`config.mk`:
```
export PLATFORM = sky130hd
export DESIGN_NAME = frame_rate_window_meter_top_flat
export DESIGN_NICKNAME = d
export VERILOG_FILES = /design/src/rtl/core/frwm_pkg.sv /design/src/rtl/core/frwm_in_if.sv /design/src/rtl/core/frwm_out_if.sv /design/src/rtl/core/frwm_ctrl.sv /design/src/rtl/core/frwm_datapath.sv /design/src/rtl/core/frame_rate_window_meter_top.sv /design/src/flat_wrapper.sv
export SDC_FILE = /design/constraint.sdc
export NUM_CORES = 1
export LEC_CHECK = 0
export ABC_AREA = 1
export BUFFER_PORTS_ARGS = -buffer_cell sky130_fd_sc_hd__buf_2
export CELL_PAD_IN_SITES_DETAIL_PLACEMENT = 0
export CELL_PAD_IN_SITES_GLOBAL_PLACEMENT = 1
export CORE_MARGIN = 5
export CORE_UTILIZATION = 49
export DETAILED_ROUTE_END_ITERATION = 10
export GPL_ROUTABILITY_DRIVEN = 1
export PLACE_DENSITY_LB_ADDON = 0.1
export SLEW_MARGIN = 10
export SYNTH_ARGS = -nofsm -noshare
export SYNTH_HDL_FRONTEND = slang
export SYNTH_SLANG_ARGS = --single-unit
```
`constraint.sdc`:
```
create_clock -name clk -period 12.6 [get_ports clk]
set_input_delay 3.78 -clock clk [delete_from_list [all_inputs] [get_ports clk]]
set_output_delay 3.78 -clock clk [all_outputs]
set_load 0.02 [all_outputs]
```
`src/rtl/core/frwm_pkg.sv`:
```
// Shared types, constants and width helpers of the frame rate window meter.
package frwm_pkg;

  // Fixed field widths
  localparam int TS_W        = 32;
  localparam int FPS_W       = 22;
  localparam int FILLED_W    = 4;

  // Defaults and arithmetic constants
  localparam int WINDOW_DEF  = 10;
  localparam int MS_PER_S_Q8 = 256000;    // 1000 ms in Q8
  localparam int MS_Q8_W     = 18;        // bits that hold MS_PER_S_Q8
  localparam int FPS_MAX     = 4194303;   // 2^22 - 1

  // Width helpers, all derived from the window depth
  function automatic int fill_w(input int window);
    return $clog2(window + 1);
  endfunction

  function automatic int slot_w(input int window);
    return (window > 1) ? $clog2(window) : 1;
  endfunction

  function automatic int sum_w(input int window);
    return TS_W + $clog2(window + 1);
  endfunction

  function automatic int num_w(input int window);
    return MS_Q8_W + fill_w(window);
  endfunction

  // Controller states
  typedef enum logic [2:0] {
    ST_IDLE,
    ST_UPDATE,
    ST_LOAD,
    ST_DIV,
    ST_DONE
  } frwm_state_t;

  // Controller to datapath commands
  typedef struct packed {
    logic accept_restart;
    logic accept_frame;
    logic update;
    logic div_load;
    logic div_step;
    logic out_load;
  } frwm_cmd_t;

  // Datapath to controller status
  typedef struct packed {
    logic sum_zero;
    logic out_free;
  } frwm_sts_t;

endpackage

```
`src/rtl/core/frwm_in_if.sv`:
```
// Input channel: one beat per event with kind and millisecond timestamp.
interface frwm_in_if;
  import frwm_pkg::*;

  logic            valid;
  logic            ready;
  logic            kind;
  logic [TS_W-1:0] timestamp_ms;

  modport source (output valid, output kind, output timestamp_ms, input ready);
  modport sink   (input valid, input kind, input timestamp_ms, output ready);
endinterface

```
`src/rtl/core/frwm_out_if.sv`:
```
// Result channel: one beat per finished frame with the windowed rate.
interface frwm_out_if;
  import frwm_pkg::*;

  logic                valid;
  logic                ready;
  logic [FPS_W-1:0]    fps_q8;
  logic                zero_time_flag;
  logic [FILLED_W-1:0] window_filled;

  modport source (output valid, output fps_q8, output zero_time_flag,
                  output window_filled, input ready);
  modport sink   (input valid, input fps_q8, input zero_time_flag,
                  input window_filled, output ready);
endinterface

```
`src/rtl/core/frwm_ctrl.sv`:
```
// Controller state machine: sequences ring update, division and result load.
module frwm_ctrl
  import frwm_pkg::*;
#(
  parameter int WINDOW = WINDOW_DEF
) (
  input  logic      clk,
  input  logic      rst_n,
  input  logic      in_valid,
  input  logic      in_kind,
  output logic      in_ready,
  input  frwm_sts_t sts,
  output frwm_cmd_t cmd
);

  localparam int NUM_W = num_w(WINDOW);
  localparam int CNT_W = $clog2(NUM_W + 1);

  frwm_state_t      state_r, state_nxt;
  logic [CNT_W-1:0] bit_cnt_r, bit_cnt_nxt;

  // State and bit counter registers
  always_ff @(posedge clk) begin
    if (!rst_n) begin
      state_r   <= ST_IDLE;
      bit_cnt_r <= '0;
    end else begin
      state_r   <= state_nxt;
      bit_cnt_r <= bit_cnt_nxt;
    end
  end

  // Bit counter: one quotient bit per divide step
  always_comb begin
    bit_cnt_nxt = bit_cnt_r;
    if (cmd.div_load) begin
      bit_cnt_nxt = CNT_W'(NUM_W);
    end else if (cmd.div_step) begin
      bit_cnt_nxt = bit_cnt_r - CNT_W'(1);
    end
  end

  // Next state
  always_comb begin
    state_nxt = state_r;
    case (state_r)
      ST_IDLE: begin
        if (in_valid && in_kind) state_nxt = ST_UPDATE;
      end
      ST_UPDATE: state_nxt = ST_LOAD;
      ST_LOAD: begin
        state_nxt = sts.sum_zero ? ST_DONE : ST_DIV;
      end
      ST_DIV: begin
        if (bit_cnt_r == CNT_W'(1)) state_nxt = ST_DONE;
      end
      ST_DONE: begin
        if (sts.out_free) state_nxt = ST_IDLE;
      end
      default: state_nxt = ST_IDLE;
    endcase
  end

  // Outputs; no beat is taken while reset is held
  always_comb begin
    cmd      = '0;
    in_ready = 1'b0;
    case (state_r)
      ST_IDLE: begin
        in_ready           = rst_n;
        cmd.accept_frame   = rst_n && in_valid && in_kind;
        cmd.accept_restart = rst_n && in_valid && !in_kind;
      end
      ST_UPDATE: cmd.update   = 1'b1;
      ST_LOAD:   cmd.div_load = 1'b1;
      ST_DIV:    cmd.div_step = 1'b1;
      ST_DONE:   cmd.out_load = sts.out_free;
      default: begin
        cmd      = '0;
        in_ready = 1'b0;
      end
    endcase
  end

endmodule

```
`src/rtl/core/frwm_datapath.sv`:
```
// Datapath: delta ring memory, running sum, restoring divider, output register.
module frwm_datapath
  import frwm_pkg::*;
#(
  parameter int WINDOW = WINDOW_DEF
) (
  input  logic                clk,
  input  logic                rst_n,
  input  frwm_cmd_t           cmd,
  output frwm_sts_t           sts,
  input  logic [TS_W-1:0]     in_timestamp_ms,
  output logic                out_valid,
  input  logic                out_ready,
  output logic [FPS_W-1:0]    out_fps_q8,
  output logic                out_zero_time_flag,
  output logic [FILLED_W-1:0] out_window_filled
);

  localparam int FILL_W = fill_w(WINDOW);
  localparam int SLOT_W = slot_w(WINDOW);
  localparam int SUM_W  = sum_w(WINDOW);
  localparam int NUM_W  = num_w(WINDOW);
  localparam int QX_W   = NUM_W + FPS_W;

  logic [TS_W-1:0]     last_time_r;
  logic [TS_W-1:0]     delta_r;
  logic [TS_W-1:0]     old_delta_r;
  logic [SLOT_W-1:0]   slot_r;
  logic [FILL_W-1:0]   fill_r;
  logic [SUM_W-1:0]    sum_r;
  logic [TS_W-1:0]     ring_mem [WINDOW];

  logic [NUM_W-1:0]    num_r;
  logic [NUM_W-1:0]    quo_r;
  logic [SUM_W-1:0]    rem_r;

  logic                out_valid_r;
  logic [FPS_W-1:0]    fps_r;
  logic                flag_r;
  logic [FILLED_W-1:0] filled_r;

  logic                ring_full;
  logic [SLOT_W-1:0]   slot_inc;
  logic [SUM_W-1:0]    sum_nxt;
  logic [NUM_W-1:0]    num_init;
  logic [SUM_W:0]      rem_shift;
  logic                rem_ge;
  logic [QX_W-1:0]     quo_ext;
  logic [FPS_W-1:0]    fps_sat;
  logic [FILL_W+FILLED_W-1:0] fill_ext;

  assign ring_full = (fill_r == FILL_W'(WINDOW));
  assign slot_inc  = (slot_r == SLOT_W'(WINDOW - 1)) ? '0 : slot_r + SLOT_W'(1);

  // Running sum: drop the oldest delta once the window is full
  assign sum_nxt = sum_r + SUM_W'(delta_r) - (ring_full ? SUM_W'(old_delta_r) : '0);

  // Ring memory: read the slot at accept, overwrite it in the update step
  always_ff @(posedge clk) begin
    if (cmd.accept_frame) old_delta_r <= ring_mem[slot_r];
    if (cmd.update)       ring_mem[slot_r] <= delta_r;
  end

  // Window state
  always_ff @(posedge clk) begin
    if (!rst_n) begin
      last_time_r <= '0;
      slot_r      <= '0;
      fill_r      <= '0;
      sum_r       <= '0;
    end else begin
      if (cmd.accept_restart) begin
        last_time_r <= in_timestamp_ms;
        slot_r      <= '0;
        fill_r      <= '0;
        sum_r       <= '0;
      end else if (cmd.accept_frame) begin
        last_time_r <= in_timestamp_ms;
      end else if (cmd.update) begin
        sum_r  <= sum_nxt;
        slot_r <= slot_inc;
        if (!ring_full) fill_r <= fill_r + FILL_W'(1);
      end
    end
  end

  // Frame delta, modulo 2^32
  always_ff @(posedge clk) begin
    if (cmd.accept_frame) delta_r <= in_timestamp_ms - last_time_r;
  end

  // Restoring divider: 256000 * fill / sum, one quotient bit per step
  assign num_init  = NUM_W'(MS_PER_S_Q8) * NUM_W'(fill_r);
  assign rem_shift = {rem_r, num_r[NUM_W-1]};
  assign rem_ge    = (rem_shift >= {1'b0, sum_r});

  always_ff @(posedge clk) begin
    if (cmd.div_load) begin
      num_r <= num_init;
      quo_r <= '0;
      rem_r <= '0;
    end else if (cmd.div_step) begin
      num_r <= {num_r[NUM_W-2:0], 1'b0};
      quo_r <= {quo_r[NUM_W-2:0], rem_ge};
      rem_r <= rem_ge ? SUM_W'(rem_shift - {1'b0, sum_r}) : rem_shift[SUM_W-1:0];
    end
  end

  // Saturate the quotient to the result field
  assign quo_ext  = {{FPS_W{1'b0}}, quo_r};
  assign fps_sat  = (quo_ext > QX_W'(FPS_MAX)) ? FPS_W'(FPS_MAX) : quo_ext[FPS_W-1:0];
  assign fill_ext = {{FILLED_W{1'b0}}, fill_r};

  // Output register
  always_ff @(posedge clk) begin
    if (!rst_n) begin
      out_valid_r <= 1'b0;
    end else if (cmd.out_load) begin
      out_valid_r <= 1'b1;
    end else if (out_ready) begin
      out_valid_r <= 1'b0;
    end
  end

  always_ff @(posedge clk) begin
    if (cmd.out_load) begin
      fps_r    <= fps_sat;
      flag_r   <= (sum_r == '0);
      filled_r <= fill_ext[FILLED_W-1:0];
    end
  end

  assign sts.sum_zero      = (sum_r == '0);
  assign sts.out_free      = !out_valid_r || out_ready;
  assign out_valid          = out_valid_r;
  assign out_fps_q8         = fps_r;
  assign out_zero_time_flag = flag_r;
  assign out_window_filled  = filled_r;

endmodule

```
`src/rtl/core/frame_rate_window_meter_top.sv`:
```
// Top level of the moving-average frame rate meter.
//
//   channel   dir  beat payload                               handshake
//   in_chan   in   kind, timestamp_ms                         valid/ready
//   out_chan  out  fps_q8, zero_time_flag, window_filled      valid/ready
//
// A frame beat holds the block from its accept cycle through its result load
// cycle, stepping through the ring update, the divider load, the restoring
// divider (one quotient bit per cycle) and the result load; a zero sum skips
// the division. A restart beat gives no result. Reset (rst_n low, synchronous)
// clears the window and holds in_ready low; the ring memory is not cleared,
// only written entries are used. A stalled result holds in the output
// register while new beats are still taken; the next frame then waits after
// its division until the register is free.
module frame_rate_window_meter_top
  import frwm_pkg::*;
#(
  parameter int WINDOW = WINDOW_DEF
) (
  input  logic       clk,
  input  logic       rst_n,
  frwm_in_if.sink    in_chan,
  frwm_out_if.source out_chan
);

  frwm_cmd_t cmd;
  frwm_sts_t sts;

  // Sequencer
  frwm_ctrl #(.WINDOW(WINDOW)) u_ctrl (
    .clk      (clk),
    .rst_n    (rst_n),
    .in_valid (in_chan.valid),
    .in_kind  (in_chan.kind),
    .in_ready (in_chan.ready),
    .sts      (sts),
    .cmd      (cmd)
  );

  // Window state, divider and output register
  frwm_datapath #(.WINDOW(WINDOW)) u_datapath (
    .clk                (clk),
    .rst_n              (rst_n),
    .cmd                (cmd),
    .sts                (sts),
    .in_timestamp_ms    (in_chan.timestamp_ms),
    .out_valid          (out_chan.valid),
    .out_ready          (out_chan.ready),
    .out_fps_q8         (out_chan.fps_q8),
    .out_zero_time_flag (out_chan.zero_time_flag),
    .out_window_filled  (out_chan.window_filled)
  );

  // An accepted frame beat is followed by the ring update
  a_frame_update: assert property (@(posedge clk) disable iff (!rst_n)
    (in_chan.valid && in_chan.ready && in_chan.kind) |=> cmd.update)
    else $error("ring update did not follow a frame beat");

  // A result is loaded only into a free output register
  a_load_free: assert property (@(posedge clk) disable iff (!rst_n)
    cmd.out_load |-> sts.out_free)
    else $error("result loaded over a pending beat");

  // A loaded result is offered on the next cycle
  a_load_valid: assert property (@(posedge clk) disable iff (!rst_n)
    cmd.out_load |=> out_chan.valid)
    else $error("loaded result not offered");

  // No input is taken while the divider runs
  a_div_busy: assert property (@(posedge clk) disable iff (!rst_n)
    (cmd.div_step || cmd.div_load) |-> !in_chan.ready)
    else $error("input taken during division");

endmodule
```
`src/flat_wrapper.sv`:
```
// flat-port wrapper written by rule: the top's interface ports become plain ports
module frame_rate_window_meter_top_flat import frwm_pkg::*;
#(
  parameter int WINDOW = WINDOW_DEF
)
  (clk, rst_n, in_chan_valid, in_chan_kind, in_chan_timestamp_ms, in_chan_ready, out_chan_valid, out_chan_fps_q8, out_chan_zero_time_flag, out_chan_window_filled, out_chan_ready);
  frwm_in_if in_chan_i ();
  frwm_out_if out_chan_i ();
  input  logic clk;
  input  logic rst_n;
  input wire logic [$bits(in_chan_i.valid)-1:0] in_chan_valid;
  input wire logic [$bits(in_chan_i.kind)-1:0] in_chan_kind;
  input wire logic [$bits(in_chan_i.timestamp_ms)-1:0] in_chan_timestamp_ms;
  output wire logic [$bits(in_chan_i.ready)-1:0] in_chan_ready;
  output wire logic [$bits(out_chan_i.valid)-1:0] out_chan_valid;
  output wire logic [$bits(out_chan_i.fps_q8)-1:0] out_chan_fps_q8;
  output wire logic [$bits(out_chan_i.zero_time_flag)-1:0] out_chan_zero_time_flag;
  output wire logic [$bits(out_chan_i.window_filled)-1:0] out_chan_window_filled;
  input wire logic [$bits(out_chan_i.ready)-1:0] out_chan_ready;
  assign in_chan_i.valid = in_chan_valid;
  assign in_chan_i.kind = in_chan_kind;
  assign in_chan_i.timestamp_ms = in_chan_timestamp_ms;
  assign in_chan_ready = in_chan_i.ready;
  assign out_chan_valid = out_chan_i.valid;
  assign out_chan_fps_q8 = out_chan_i.fps_q8;
  assign out_chan_zero_time_flag = out_chan_i.zero_time_flag;
  assign out_chan_window_filled = out_chan_i.window_filled;
  assign out_chan_i.ready = out_chan_ready;
  frame_rate_window_meter_top #(.WINDOW(WINDOW)) u_core (.clk(clk), .rst_n(rst_n), .in_chan(in_chan_i), .out_chan(out_chan_i));
endmodule
```
==> results.yml, run 1 <==
final_layout:
  final_cell_mix: "nand2_1, inv_1, edfxtp_1"
  num_antenna_cells: 0
  fin_nets: 3510
  final_common_cell: "nand2_1"
  drive_gt1_share_pct: 8.07
  synthToLayoutAreaGrowth_pct: 10.2
  final_area_um2: 32800
setup_path:
  startpoint_type: "input port"
  worstPathArrival_ns: 4.81
  worstPathRequired_ns: 8.82
  slowest_delay_ns: 0.55
  cp_max_fo: 38
  path_delay_family: "buffers and inverters"
  worstSetupPathType: "in2out"
  worstPathCellList: "buf_2 > inv_2 > nor2_1 > buf_2"
  rrSetupSlack_ns: 8.43
  endpoint_kind: "primary output"
  crit_path_frequent_cell: "buf_2"
  path_buf_inv: 3
  critPathSlowestCell: "inv_2"
clocking:
  ctsHoldBuffers: 0
  postCtsSetupBuffers: 0
  cts_resized: 0
  cts_max_level: 2
  cts_sinks: 565
  cts_buffers: 60
  cts-root-buf: "clkbuf_16"
  clock_latency_ns: 0.63
  clkTransAtPathRegs_ns: 0.06
  tritoncts: "yes"
  cts.path.max_buffers: 3
min_path:
  hp-class: "reg2reg"
die:
  core_area_um2: 60200
  initial_core_util_pct: 49.4
  io_pins: 66
  die-area_um2: 65800
  die_w_um: 256
  fp.dieH_um: 256
  placementRows: 90
pwr:
  power.switching_mw: 4.34
  cellPowerDensity_nw_per_um2: 276
  p_total_mw: 9.06
  p_sw_share_pct: 47.8
  internal_power_mw: 4.73
  clkPwrFrac_pct: 18.9
  leakage_nw: 13.7
  power_frac_seq_pct: 27.1
  pwr-share-comb_pct: 54.0
  peakVddDrop_v: 0.000295
detailed_routing:
  vias: 22600
  ant_nets: 0
  drt_first_pass_iters: 5
  vias_per_cell: 5.45
  wl_per_cell_um: 20.0
  drcViolationCount: 0
  routed_wl_um: 82700
  drt-initial-drc-count: 1557
global_route:
  grt_antenna_before_repair: 1
  grt_first_pass_wirelength_um: 128000
  grt_pass1_vias: 22400
  grt_max_degree: 82
  grt_remaining_overflow: 0
  gr-usage-all-layers_pct: 24.7
synthesis:
  ys_types: 53
  ys_ff_latch: 565
  synth-xor-area-share_pct: 1.85
  syn_nets: 3477
  syn_avg_cell_area_um2: 9.09
  yosys.area_share.simple_pct: 19.6
  synth_top_family_by_area: "simple AND/OR/NAND/NOR gates"
  synth_cells: 3276
  synth_adder_area_share_pct: 7.93
  netlist_area_um2: 29800
  yosysSeqAreaShare_pct: 52.2
  muxShareOfSynthArea_pct: 0
  yosysWarnings: 0
  async_reset_ff_share_pct: 0
  synth_ff_type: "edfxtp_1"
  synth-compound-area-share_pct: 10.0
  synth-edff-count: 422
sta:
  fin_crit_ns: 8.59
  fin_crit_sh_pct: 68.2
  setup_viol: 0
  finClkSkew_ns: 0.0510
  slew_violations: 0
  maxSlewHeadroom_pct: 29.7
  worstMarginPinSlew_ns: 1.06
  fmax_ghz: 0.116
  hold_violations: 0
  grt_setup_unrepaired: "false"
  setup_tns_ns: 0
placed_design:
  gp_congestion: 0.942
  dpl.hpwl_um: 56700
  io_buffer_count: 65
  dpl_cell_area_um2: 30900
flow_run:
  maxCapViolations: 0
run_status:
  status: "finished, final reports clean"
## final timing paths
kind / from / end / cells past startpoint
setup / recovery: rst_n / in_chan_ready / 4
hold / removal: u_core.u_datapath.quo_r[9]$_SDFFE_PP0P_ / u_core.u_datapath.out_fps_q8[9]$_SDFFCE_PN1P_ / 0
setup reg to reg: u_core.u_datapath.fill_r[0]$_SDFFE_PP0P_ / u_core.u_datapath.sum_r[30]$_SDFFE_PP0P_ / 20
hold reg to reg: u_core.u_datapath.quo_r[9]$_SDFFE_PP0P_ / u_core.u_datapath.out_fps_q8[9]$_SDFFCE_PN1P_ / 0
## through the flow
step,setup slack (ns),hold WS (ns),std cells,util (%)
after floorplan,1.76,0.426,3276,-
after global placement,4.01,0.414,4029,51.3
after detailed placement,3.98,0.414,4029,51.3
after CTS,3.98,0.428,4142,54.5
after global routing,3.90,0.437,4142,54.5
final,4.01,0.429,4142,54.5
## cell families (layout without fill, tap and decap cells)
group                    Yosys count  after routing
adder cells (fa/ha/maj)          164            164
flip-flops                       565            565
AO/OA/AOI/OAI                    489            489
AND/OR/NAND/NOR                 1347           1347
XOR/XNOR                          63             63
buffers and inverters            648            732
## Yosys cell counts (10+ instances only)
library cell  instances  share of area, %
a22oi_1              64               1.6
nand2_1             654               8.2
o21bai_1             17              0.43
edfxtp_1            422                43
o21ai_0              90               1.5
a21o_1               10              0.25
buf_1                13              0.16
o211ai_1             12              0.30
nand2_2              11              0.23
xor2_1               45               1.3
clkbuf_1             84               1.1
o22ai_1              19              0.40
nor3_1               60               1.0
nand3_2              10              0.34
dfxtp_1             143               9.6
a31oi_1              74               1.6
xnor2_1              18              0.53
ha_1                123               5.2
inv_2                22              0.28
fa_1                 41               2.8
inv_1               498               6.3
a21oi_1             141               2.4
nor2_1              305               3.8
o31ai_1              31              0.78
nand3_1             185               3.1
or3_1                32              0.67
nand4_1              49               1.0
buf_2                17              0.29
## area by class of cell
type,instances,area (µm²)
fill,5491,27400
sequential,565,15500
multi-input combinational,2063,11800
inverter,524,1970
clock buffer,74,1570
tap,782,978
timing repair buffer,95,551
clock inverter,39,352
## power by group through the flow
stage | Sequential, mW | Clock, mW | Combinational (mW)
floorplan | 2.43 | 0 | 3.58
global placement | 2.48 | 0 | 4.83
detailed placement | 2.49 | 0 | 4.86
CTS | 2.45 | 1.75 | 4.88
global route | 2.48 | 1.83 | 5.49
finish | 2.45 | 1.71 | 4.90
## routing by layer
layer | global-route usage [%] | share of wire [%] | up-vias
met4 | 6.67 | 2.6 | 0
li1 | - | - | 11000
met3 | 4.67 | 6.6 | 127
met5 | 0 | 0 | -
met2 | 41.2 | 47 | 665
met1 | 33.4 | 44 | 10700
## sequential cells by signal, indices dropped and copies added, names as in the netlist, 5 cells and up
register / flops
u_core.u_datapath.last_time_r: 32
u_core.u_datapath.ring_mem: 320
u_core.u_datapath.old_delta_r: 32
u_core.u_datapath.out_fps_q8: 22
u_core.u_ctrl.bit_cnt_r: 5
u_core.u_datapath.delta_r: 32
u_core.u_datapath.rem_r: 36
u_core.u_datapath.num_r: 11
u_core.u_datapath.quo_r: 22
u_core.u_datapath.sum_r: 36
(Power assumes the default switching activity.)
==> inputs of run 2 (changes only) <==
clock period = 8.9 ns   (was 12.6 ns; I/O delays follow)
==> run 2 against run 1 <==
Effect of this change:
- first-iteration DRC count increased by 14%
- largest power group unchanged
- largest cell class unchanged
- sequential power up 41%
- power rose by 42%
- clock power grew 44%
- setup slack worse by 1.5 ns
- clock-buffer cell count is 2 lower
==> results.yml, run 2 (same netlist as run 1, synthesis figures left out) <==
final_layout:
  fin_nets: 3508
  final_common_cell: "nand2_1"
  final_cell_mix: "nand2_1, inv_1, edfxtp_1"
  drive_gt1_share_pct: 7.98
  fillers: 5474
  num_antenna_cells: 0
  largest_registers: "u_core.u_datapath.ring_mem: 320 flops, u_core.u_datapath.rem_r: 36 flops, u_core.u_datapath.sum_r: 36 flops"
  largest_register_ffs: 320
  synthToLayoutAreaGrowth_pct: 10.3
  top_register: "u_core.u_datapath.ring_mem"
clocking:
  ctsHoldBuffers: 0
  cts_sinks: 565
  tritoncts: "yes"
  cts-root-buf: "clkbuf_16"
  clock_latency_ns: 0.64
  cts_buffers: 59
  clkTransAtPathRegs_ns: 0.06
  cts_resized: 0
  cts.path.max_buffers: 3
  postCtsSetupBuffers: 0
  cts_max_level: 2
setup_path:
  rrSetupSlack_ns: 4.70
  worstPathArrival_ns: 3.74
  worstSetupPathType: "in2out"
  ff2ff_path_depth: 20
  crit_path_end: "in_chan_ready"
  worstPathRequired_ns: 6.23
  cp_max_fo: 38
  regToRegEndpoint: "u_core.u_datapath.sum_r[30]$_SDFFE_PP0P_"
  setup.worst_path.start: "rst_n"
  worstReg2RegStart: "u_core.u_datapath.fill_r[0]$_SDFFE_PP0P_"
  endpoint_kind: "primary output"
  startpoint_type: "input port"
sta:
  fmax_ghz: 0.156
  fin_crit_sh_pct: 72.0
  setup_viol: 0
  fin_crit_ns: 6.41
  whs_ns: 0.431
  hold_violations: 0
  grt_setup_unrepaired: "false"
  finClkSkew_ns: 0.0502
  maxSlewHeadroom_pct: 25.7
  fin_ws_ns: 2.49
  worstMarginPinSlew_ns: 1.11
  setup_tns_ns: 0
  slew_violations: 0
pwr:
  power.switching_mw: 6.14
  leakage_nw: 13.7
  clkPwrFrac_pct: 19.1
  cellPowerDensity_nw_per_um2: 392
  internal_power_mw: 6.74
  power_frac_seq_pct: 26.9
  pwr-share-comb_pct: 54.0
  p_total_mw: 12.9
  p_sw_share_pct: 47.7
  peakVddDrop_v: 0.000322
placed_design:
  dpl.hpwl_um: 56100
  post-place-ws_ns: 2.48
  gp_congestion: 0.928
  io_buffer_count: 65
global_route:
  top_usage_layer: "met2"
  grt_util_met2_pct: 41.6
  grt_first_pass_wirelength_um: 127000
  grt_pass1_vias: 22400
  grt_remaining_overflow: 0
  grt_max_degree: 86
  grt_use_met3_pct: 3.68
  use_met1_pct: 33.3
  gr-usage-all-layers_pct: 24.4
  grt_antenna_before_repair: 1
die:
  io_pins: 66
  placementRows: 90
  core_area_um2: 60200
  die-area_um2: 65800
  initial_core_util_pct: 49.4
  fp.dieH_um: 256
  die_w_um: 256
min_path:
  min_from: "u_core.u_datapath.quo_r[5]$_SDFFE_PP0P_"
  hp-class: "reg2reg"
detailed_routing:
  drcViolationCount: 0
  vias: 22500
  drt_first_pass_iters: 6
  drt-initial-drc-count: 1779
  ant_nets: 0
  routed_wl_um: 81300
  vias_per_cell: 5.43
  wl_per_cell_um: 19.6
run_status:
  status: "finished, final reports clean"
flow_run:
  maxCapViolations: 0
==> run 2: changes by cell type in the layout (fill, tap and decap cells not counted), sizes merged <==
cell      change
buf           -1
clkinv        -8
clkinvlp      +1
clkbuf        -2
bufinv        +2
inv           +5
==> run 2: area by class of cell <==
cell class,count,area [µm²],area share (%)
sequential,565,15500,47.3
clock inverter,39,424,1.29
inverter,524,1970,5.99
tap,782,978,2.98
timing repair buffer,94,543,1.65
multi-input combinational,2063,11900,36.1
clock buffer,72,1530,4.65
==> run 2: metal layers <==
metal	vias to the layer above	part of all wire (%)	routed length, µm
li1	11000	-	-
met1	10700	44	35900
met2	614	48	38900
met3	99	6.2	5050
met4	0	1.8	1480
met5	-	0	0
==> run 2: worst max-delay path, stage by stage <==
cell    delay [ns]
buf_2         0.14
inv_2         0.57
nor2_1        0.15
buf_2         0.20
==> run 2: how the worst min path moves through the flow <==
stage / endpoint / slack (ns) / depth (start not counted)
2_1_floorplan: u_core.u_datapath.quo_r[21]$_SDFFE_PP0P_ / 0.43 / 2
4_1_cts: u_core.u_datapath.out_fps_q8[5]$_SDFFCE_PN1P_ / 0.43 / 0
3_3_place_gp: u_core.u_datapath.out_fps_q8[19]$_SDFFCE_PN1P_ / 0.41 / 0
6_report: u_core.u_datapath.out_fps_q8[5]$_SDFFCE_PN1P_ / 0.43 / 0
5_1_grt: u_core.u_datapath.out_fps_q8[5]$_SDFFCE_PN1P_ / 0.43 / 0
3_5_place_dp: u_core.u_datapath.out_fps_q8[8]$_SDFFCE_PN1P_ / 0.41 / 0
==> run 2: power by group through the flow <==
stage | Combinational [mW] | Sequential, mW | Clock, mW
floorplan | 5.07 | 3.44 | 0
global placement | 6.86 | 3.50 | 0
detailed placement | 6.89 | 3.52 | 0
finish | 6.96 | 3.46 | 2.46
global route | 7.81 | 3.50 | 2.62
CTS | 6.93 | 3.46 | 2.50
==> run 2: stage by stage <==
step | area (µm²) | std cells | utilization, %
5_1_grt | 32800 | 4139 | 54.5
2_1_floorplan | 29800 | 3276 | -
6_report | 32800 | 4139 | 54.5
4_1_cts | 32800 | 4139 | 54.5
3_5_place_dp | 30900 | 4028 | 51.2
3_3_place_gp | 30900 | 4028 | 51.2
==> inputs of run 3 (changes only) <==
clock period = 6.1 ns   (was 8.9 ns; I/O delays follow)
==> run 3 against run 2 <==
Effect of this change:
- clock power is 52% higher
- highest routed layer unchanged
- sequential share of layout area is 0.20 points lower
- global-route usage is 0.50 points higher
- die area stayed put
- first-iteration DRC count is 9.3% higher
- critical path type unchanged
- clock-buffer cell count is 9 higher
- critical path depth stayed put
==> results.yml, run 3 (same netlist as run 1, synthesis figures left out) <==
run_status:
  status: "finished, final reports clean"
clocking:
  cts_sinks: 565
  tritoncts: "yes"
  cts_max_level: 2
  clkTransAtPathRegs_ns: 0.05
  postCtsSetupBuffers: 0
  cts_buffers: 60
  cts_resized: 0
  cts-root-buf: "clkbuf_16"
  clock_latency_ns: 0.64
  ctsHoldBuffers: 0
  cts.path.max_buffers: 3
sta:
  whs_ns: 0.431
  maxSlewHeadroom_pct: 25.3
  fin_ws_ns: 1.43
  fmax_ghz: 0.214
  fin_crit_sh_pct: 76.6
  finClkSkew_ns: 0.0276
  setup_tns_ns: 0
  hold_violations: 0
  setup_viol: 0
  grt_setup_unrepaired: "false"
  slew_violations: 0
  fin_crit_ns: 4.67
  worstMarginPinSlew_ns: 1.12
min_path:
  hp-class: "reg2reg"
final_layout:
  largest_register_ffs: 320
  fin_nets: 3514
  final_area_um2: 33000
  fillers: 5468
  top_register: "u_core.u_datapath.ring_mem"
  multiInputGateArea_um2: 11800
  final_common_cell: "nand2_1"
  final_cell_mix: "nand2_1, inv_1, edfxtp_1"
  ff_latch_area_um2: 15500
  num_antenna_cells: 0
  stdcell_count: 4145
  drive_gt1_share_pct: 8.12
  largest_registers: "u_core.u_datapath.ring_mem: 320 flops, u_core.u_datapath.rem_r: 36 flops, u_core.u_datapath.sum_r: 36 flops"
  fin_util_pct: 54.7
  synthToLayoutAreaGrowth_pct: 10.7
detailed_routing:
  drcViolationCount: 0
  vias: 22700
  routed_wl_um: 82900
  ant_nets: 0
  vias_per_cell: 5.47
  drt_first_pass_iters: 6
  wl_per_cell_um: 20.0
  drt-initial-drc-count: 1944
placed_design:
  dpl.hpwl_um: 57500
  gp_congestion: 0.927
  dpl.cell_count: 4033
  dpl_cell_area_um2: 30900
  post-place-ws_ns: 1.40
  io_buffer_count: 65
setup_path:
  slowest_delay_ns: 0.55
  endpoint_kind: "primary output"
  startpoint_type: "input port"
  cp_max_fo: 38
  worstSetupPathType: "in2out"
  worstPathCellList: "buf_2 > inv_2 > nor2_1 > buf_2"
  critPathSlowestCell: "inv_2"
  path_delay_family: "buffers and inverters"
  path_buf_inv: 3
  crit_path_frequent_cell: "buf_2"
  worstPathArrival_ns: 2.84
  worstPathRequired_ns: 4.27
pwr:
  power.switching_mw: 9.01
  p_total_mw: 19.0
  peakVddDrop_v: 0.000425
  cellPowerDensity_nw_per_um2: 576
  clkPwrFrac_pct: 19.7
  pwr-share-comb_pct: 53.7
  p_sw_share_pct: 47.4
  internal_power_mw: 9.98
  leakage_nw: 13.8
  power_frac_seq_pct: 26.6
die:
  io_pins: 66
  placementRows: 90
  die_w_um: 256
  fp.dieH_um: 256
  die-area_um2: 65800
  initial_core_util_pct: 49.4
  core_area_um2: 60200
global_route:
  grt_antenna_before_repair: 0
  gr-usage-all-layers_pct: 24.9
  grt_first_pass_wirelength_um: 129000
  grt_max_degree: 69
  grt_pass1_vias: 22300
  grt_remaining_overflow: 0
flow_run:
  maxCapViolations: 0
==> run 3: changes by cell type in the layout (fill, tap and decap cells not counted), sizes merged <==
cell      delta
clkbuf       +9
inv          -6
buf          +5
clkinvlp     -3
clkinv       +1
==> run 3: per-layer routing <==
layer / track usage (%) / up-vias / wire [µm]
met4: 7.66 / 0 / 2500
met1: 34.7 / 10700 / 36500
met3: 4.99 / 137 / 6610
met2: 39.7 / 778 / 37300
li1: - / 11100 / -
met5: 0 / - / 0
==> run 3: path summary, 6_finish.rpt <==
check / start / end / slack (ns) / depth (start not counted)
max: rst_n / in_chan_ready / 1.43 / 4
min: u_core.u_datapath.quo_r[5]$_SDFFE_PP0P_ / u_core.u_datapath.out_fps_q8[5]$_SDFFCE_PN1P_ / 0.43 / 0
max reg2reg: u_core.u_datapath.fill_r[0]$_SDFFE_PP0P_ / u_core.u_datapath.sum_r[30]$_SDFFE_PP0P_ / 1.50 / 19
min reg2reg: u_core.u_datapath.quo_r[5]$_SDFFE_PP0P_ / u_core.u_datapath.out_fps_q8[5]$_SDFFCE_PN1P_ / 0.43 / 0
==> run 3: power groups by stage <==
stage | Combinational (mW) | Sequential (mW) | Clock [mW]
floorplan | 7.40 | 5.02 | 0
global placement | 10.0 | 5.11 | 0
detailed placement | 10.1 | 5.13 | 0
CTS | 10.1 | 5.05 | 3.81
global route | 11.4 | 5.10 | 3.99
finish | 10.2 | 5.05 | 3.74
==> run 3: layout make-up <==
| class | count | area share, % |
|---|---|---|
| Timing Repair Buffer | 99 | 1.80 |
| Clock buffer | 81 | 5.12 |
| Multi-Input combinational cell | 2063 | 35.9 |
| Sequential cell | 565 | 47.1 |
| Inverter | 524 | 5.97 |
| Clock inverter | 31 | 1.09 |
| Tap cell | 782 | 2.97 |
==> run 3: worst reg2reg max path: stages, from the launching register on <==
cell and delay (ns):
dfxtp_1 0.49, inv_1 0.26, ha_1 0.28, nand2_1 0.79, nor2_1 0.18, fa_1 0.53, inv_1 0.07, fa_1 0.50
nand3_1 0.10, nand2_1 0.10, nand2_1 0.09, nand2_1 0.12, a21oi_1 0.35, o21bai_1 0.17, nand2_1 0.17, nand2_1 0.07
nand2_1 0.06, nand3_1 0.07, nand2_1 0.08, inv_1 0.04
